===== src/utr_pkg.sv =====
// Package for the UTF-8 bitmap text renderer: constants, codes and payload types.
// No dependencies; every other file refers to it by scoped names.
package utr_pkg;
	localparam int MAX_GLYPHS = 512;
	localparam int MAX_HEIGHT = 32;
	localparam int MAP_DEPTH  = 64;
	localparam int GLYPH_AW   = 14;
	localparam int SLOT_W     = 6;

	localparam logic [1:0] OP_TEXT = 2'd0;
	localparam logic [1:0] OP_ROW  = 2'd1;
	localparam logic [1:0] OP_MAP  = 2'd2;

	localparam logic [2:0] REG_WIDTH   = 3'd0;
	localparam logic [2:0] REG_HEIGHT  = 3'd1;
	localparam logic [2:0] REG_TOTAL   = 3'd2;
	localparam logic [2:0] REG_SPACING = 3'd3;
	localparam logic [2:0] REG_ORG_X   = 3'd4;
	localparam logic [2:0] REG_ORG_Y   = 3'd5;
	localparam logic [2:0] REG_ENTRIES = 3'd6;
	localparam logic [2:0] REG_COLOR   = 3'd7;

	typedef struct packed {
		logic [15:0] pos_x;
		logic [15:0] pos_y;
		logic [31:0] row_mask;
		logic [23:0] pixel_color;
		logic        last_row;
	} out_t;
endpackage


===== src/utr_map_ram.sv =====
// Codepoint to glyph map memory: 21-bit code and 9-bit glyph per slot.
// Uses utr_pkg for the slot width.
module utr_map_ram (
	input  logic                       clk,
	input  logic                       we,
	input  logic [utr_pkg::SLOT_W-1:0] waddr,
	input  logic [29:0]                wdata,
	input  logic [utr_pkg::SLOT_W-1:0] raddr,
	output logic [29:0]                rdata
);
	logic [29:0] mem [0:utr_pkg::MAP_DEPTH-1];

	always_ff @(posedge clk) begin
		if (we) mem[waddr] <= wdata;
		rdata <= mem[raddr];
	end
endmodule


===== config.mk =====
export PLATFORM = sky130hd
export DESIGN_NAME = utr_map_ram
export DESIGN_NICKNAME = d
export VERILOG_FILES = /design/src/utr_pkg.sv /design/src/utr_map_ram.sv
export SDC_FILE = /design/constraint.sdc
export NUM_CORES = 2
export LEC_CHECK = 0
export BUFFER_PORTS_ARGS = -buffer_cell sky130_fd_sc_hd__buf_2
export CAP_MARGIN = 20
export CORE_UTILIZATION = 55
export CTS_CLUSTER_SIZE = 8
export DETAILED_ROUTE_END_ITERATION = 12
export PLACE_DENSITY_LB_ADDON = 0.2
export RECOVER_POWER = 25
export SETUP_SLACK_MARGIN = 0.05
export SLEW_MARGIN = 20
export SYNTH_ARGS = -nofsm -noshare
export SYNTH_HDL_FRONTEND = slang
export SYNTH_SLANG_ARGS = --single-unit

===== constraint.sdc =====
create_clock -name clk -period 6.2 [get_ports clk]
set_input_delay 0.31 -clock clk [delete_from_list [all_inputs] [get_ports clk]]
set_output_delay 0.31 -clock clk [all_outputs]
set_load 0.01 [all_outputs]

==> summary.md <==
| Metric | Value |
|---|---|
| Status | `finished with violations` |
| Failing checks | `capacitance limit, slew limit` |
| Via Count | `36200` |
| Worst r2r path cells | `5` |
| Worst-skew pair later-pin latency | `880 ps` |
| Register clock-pin slew on the reported worst setup and hold paths | `50 ps` |
| P per Cell Area | `350 nW/um^2` |
| All-Layer GR Usage | `0.279` |
| CTS Buf Count | `293` |
| Final cell count without fillers | `5469` |
| I/O pin total | `74` |
| Initial Util | `0.554` |
| Logic pwr share | `0.043` |
| Clock sinks | `1950` |
| R2r startpoint | `mem[18][5]` |
| Final number of setup-violating endpoints | `0` |
| Met2 Use GR | `0.443` |
| Root buffer cell | `clkbuf_16` |
| Gr ovfl total | `0` |
| Post-CTS setup repair buffer count | `0` |
| Die ar. | `136000 sq um` |
| Syn nets | `3353` |
| Antenna-violating nets left | `0` |
| Post-DR wirelength/cell | `34.1 um` |
| Largest net degree at the start of global routing | `100` |
| Gr busiest metal | `met2` |
| Period utilization | `0.481` |
| Layout area overhead | `14.8%` |
| Hold Path Depth | `3` |
| P_sw | `6000 uW` |
| Seq pwr share | `0.496` |
| Crit Path Category | `in -> reg` |
| Achievable frequency | `335 MHz` |
| Vias in the first global route | `37300` |
| Worst vdd ir | `0.186 mV` |
| Slew @ Worst Pin | `3370 ps` |
| Clk pwr share | `0.461` |
| Post-route cell area | `84900 sq um` |
| Number of core rows | `134` |
| Post-DP HPWL | `102000 um` |
| Reg-to-reg setup timing slack | `3860 ps` |
| Top FF cell, synth | `edfxtp_1` |
| Worst path cell trace | `buf_8 -> buf_4 -> buf_4 -> mux4_2 -> mux2i_1 -> a22oi_1 -> nand4_1 -> nor2_1` |
| Worst Setup Start Kind | `primary input` |
| Cell area after synthesis | `74000 sq um` |
| Fraction of registers with async set/reset | `0` |
| Hold path start | `raddr[5]` |
| Clock Skew | `33.3 ps` |
| 1st-iter DRT viols | `4640` |
| P_leak | `0.0271 uW` |
| Max Slew Vio Count | `1430` |
| Layout fillers | `8771` |
| Post-Synthesis Cells | `3309` |
| Syn Area/Cell | `22.4 sq um` |
| Met3 usage | `0.0830` |
| First-pass DRT Iterations | `6` |
| Critical Path Slowest Stage Cell | `buf_4` |
| Cell Int Power | `23700 uW` |
| Worst hold path class | `in -> reg` |
| First-pass GRT wire length | `266000 um` |
| Initial antenna violation count | `11` |
| WP data required | `6980 ps` |
| Dpl cell area | `77000 sq um` |
| Grt met1 use | `0.372` |
| RSZ-0062 raised after global routing | `no` |
| Resized cells post-CTS | `0` |
| Crit-path most repeated cell | `buf_4` |
| PortBufs | `73` |
| Worst EP arrival | `3760 ps` |
| Reg-to-Reg End | `rdata[5]` |
| Storage element area | `58300 sq um` |
| H-Tree Depth | `5` |
| Cells after DPL | `5084` |
| Worst hold endpoint | `rdata[25]` |
| CP max FO | `67` |
| Fin crit period | `2980 ps` |
| Post-route DRC | `0` |
| Ys Warns | `0` |
| Switching portion of total power | `0.202` |
| Critical Path Max Stage Delay | `600 ps` |
| Max cap viols | `22` |
| Count of cell types in the netlist | `38` |
| Chip height | `369 um` |
| TNS Setup | `0 ps` |
| Via density per instance | `6.61` |
| Relative slew margins | `-1.24` |
| Number of enable flip-flop cells after synthesis | `1920` |
| Routability Congestion | `0.832` |
| Sequential fraction of the synthesis area | `0.788` |
| Drt total wl | `187000 um` |
| CTS max path bufs | `4` |
| Crit end category | `flip-flop` |
| Hold buffer count at CTS | `0` |
| Placeable Area | `133000 sq um` |
| Register bit total from synthesis | `1950` |
| Nets | `3664` |
| Fin. Hold Viols | `0` |
| Area of the multi-input gates | `15200 sq um` |
| Final hold slack | `106 ps` |
| Fraction of layout cells with a size suffix above 1 | `0.258` |
| TritonCTS clock tree | `yes` |
| Die width | `369 um` |
[placed cells by master (no fill, tap or decap), types with 4 or more instances in the layout]
cell	netlist	routed
a22o_1	21	21
nor2b_1	36	33
nand2_1	30	30
buf_4	36	111
dlygate4sd3_1	0	8
nor4_1	8	8
nand4_1	23	23
clkbuf_1	80	94
nor2_1	119	55
edfxtp_1	1920	1920
nand3_1	27	27
buf_2	49	49
nand2b_1	8	8
o221ai_1	12	12
o22a_1	6	6
clkbuf_16	0	300
a22oi_1	111	111
o21ai_0	27	27
mux4_2	408	408
mux2i_1	228	228
buf_12	0	5
nand3b_1	6	6
o311ai_1	6	6
a311oi_1	21	21
o22ai_1	42	42
and3_1	4	4
dfxtp_1	30	30
nor2_4	0	62
or3b_2	5	5
[registers in the layout, summed over array words and instances, names as in the netlist]
| signal | count |
|---|---|
| mem | 1920 |
| rdata | 30 |
[worst max-delay path, delay by kind of cell]
kind | cells | cell delay [ps]
mux | 2 | 410
buf+inv | 3 | 1610
simple gates | 2 | 730
compound gates | 1 | 540
[synthesized netlist by cell type, drive strengths merged (4+ instances only)]
| cell | count | area share |
|---|---|---|
| nand3 | 27 | 0.0018 |
| buf | 103 | 0.0090 |
| nor2 | 120 | 0.0061 |
| edfxtp | 1920 | 0.78 |
| and3 | 4 | 0.00034 |
| o311ai | 6 | 0.00071 |
| nand4 | 23 | 0.0019 |
| nor2b | 36 | 0.0030 |
| o22a | 6 | 0.00071 |
| nand2 | 30 | 0.0015 |
| or3b | 5 | 0.00059 |
| o21ai | 27 | 0.0018 |
| nor3 | 4 | 0.00027 |
| o221ai | 12 | 0.0014 |
| clkbuf | 80 | 0.0041 |
| a311oi | 21 | 0.0025 |
| o22ai | 42 | 0.0036 |
| dfxtp | 30 | 0.0081 |
| mux4 | 408 | 0.12 |
| a22o | 21 | 0.0025 |
| nand2b | 8 | 0.00068 |
| nand3b | 6 | 0.00061 |
| a22oi | 111 | 0.011 |
| mux2i | 228 | 0.031 |
| nor4 | 8 | 0.00068 |
[power groups by stage]
stage                     clock network (uW)  registers [uW]  logic [uW]
final                                  13700           14700        1280
after detailed placement                   0           14900        1270
after global routing                   14400           14700        1350
after global placement                     0           14900        1250
after floorplan                            0           14900         693
after CTS                              13800           14700        1280
[how the worst max path moves through the flow]
stage	slack, ps	from	endpoint
CTS	3210	raddr[2]	rdata[19]
global route	3100	raddr[2]	rdata[22]
detailed placement	2280	raddr[2]	rdata[19]
global placement	2300	raddr[2]	rdata[19]
finish	3220	raddr[2]	rdata[22]
floorplan	2870	waddr[3]	mem[48][0]
[per-stage QoR]
step / total power (uW) / utilization / worst slack (ps)
CTS: 29800 / 0.636 / 3210
finish: 29700 / 0.636 / 3220
global route: 30500 / 0.636 / 3100
global placement: 16200 / 0.577 / 2300
floorplan: 15600 / - / 2870
detailed placement: 16200 / 0.577 / 2280
[cells by family (layout without fill, tap and decap cells)]
group / Yosys count / in the layout / share of synthesized area
flip-flops: 1950 / 1950 / 0.788
multiplexers: 636 / 636 / 0.155
AND/OR/NAND/NOR: 281 / 281 / 0.0186
AO/OA/AOI/OAI: 258 / 258 / 0.0257
buffers and inverters: 184 / 574 / 0.0131
other: 0 / 2 / 0
[area by class of cell]
cell class / count / share of cell area
Clock inverter: 3 / 0.000339
Clock buffer: 371 / 0.0916
Sequential cell: 1950 / 0.686
Antenna cell: 2 / 0.0000589
Timing Repair Buffer: 199 / 0.0164
Inverter: 1 / 0.0000442
Tap cell: 1768 / 0.0261
Multi-Input combinational cell: 1175 / 0.179
[routing by layer]
layer  wire [um]  vias to the layer above
met3       20600                      358
met4        5490                        2
met1       69300                    19100
met5          13                        -
met2       91100                     2124
li1            -                    14600
No activity file was read; power rests on OpenSTA's default activity.
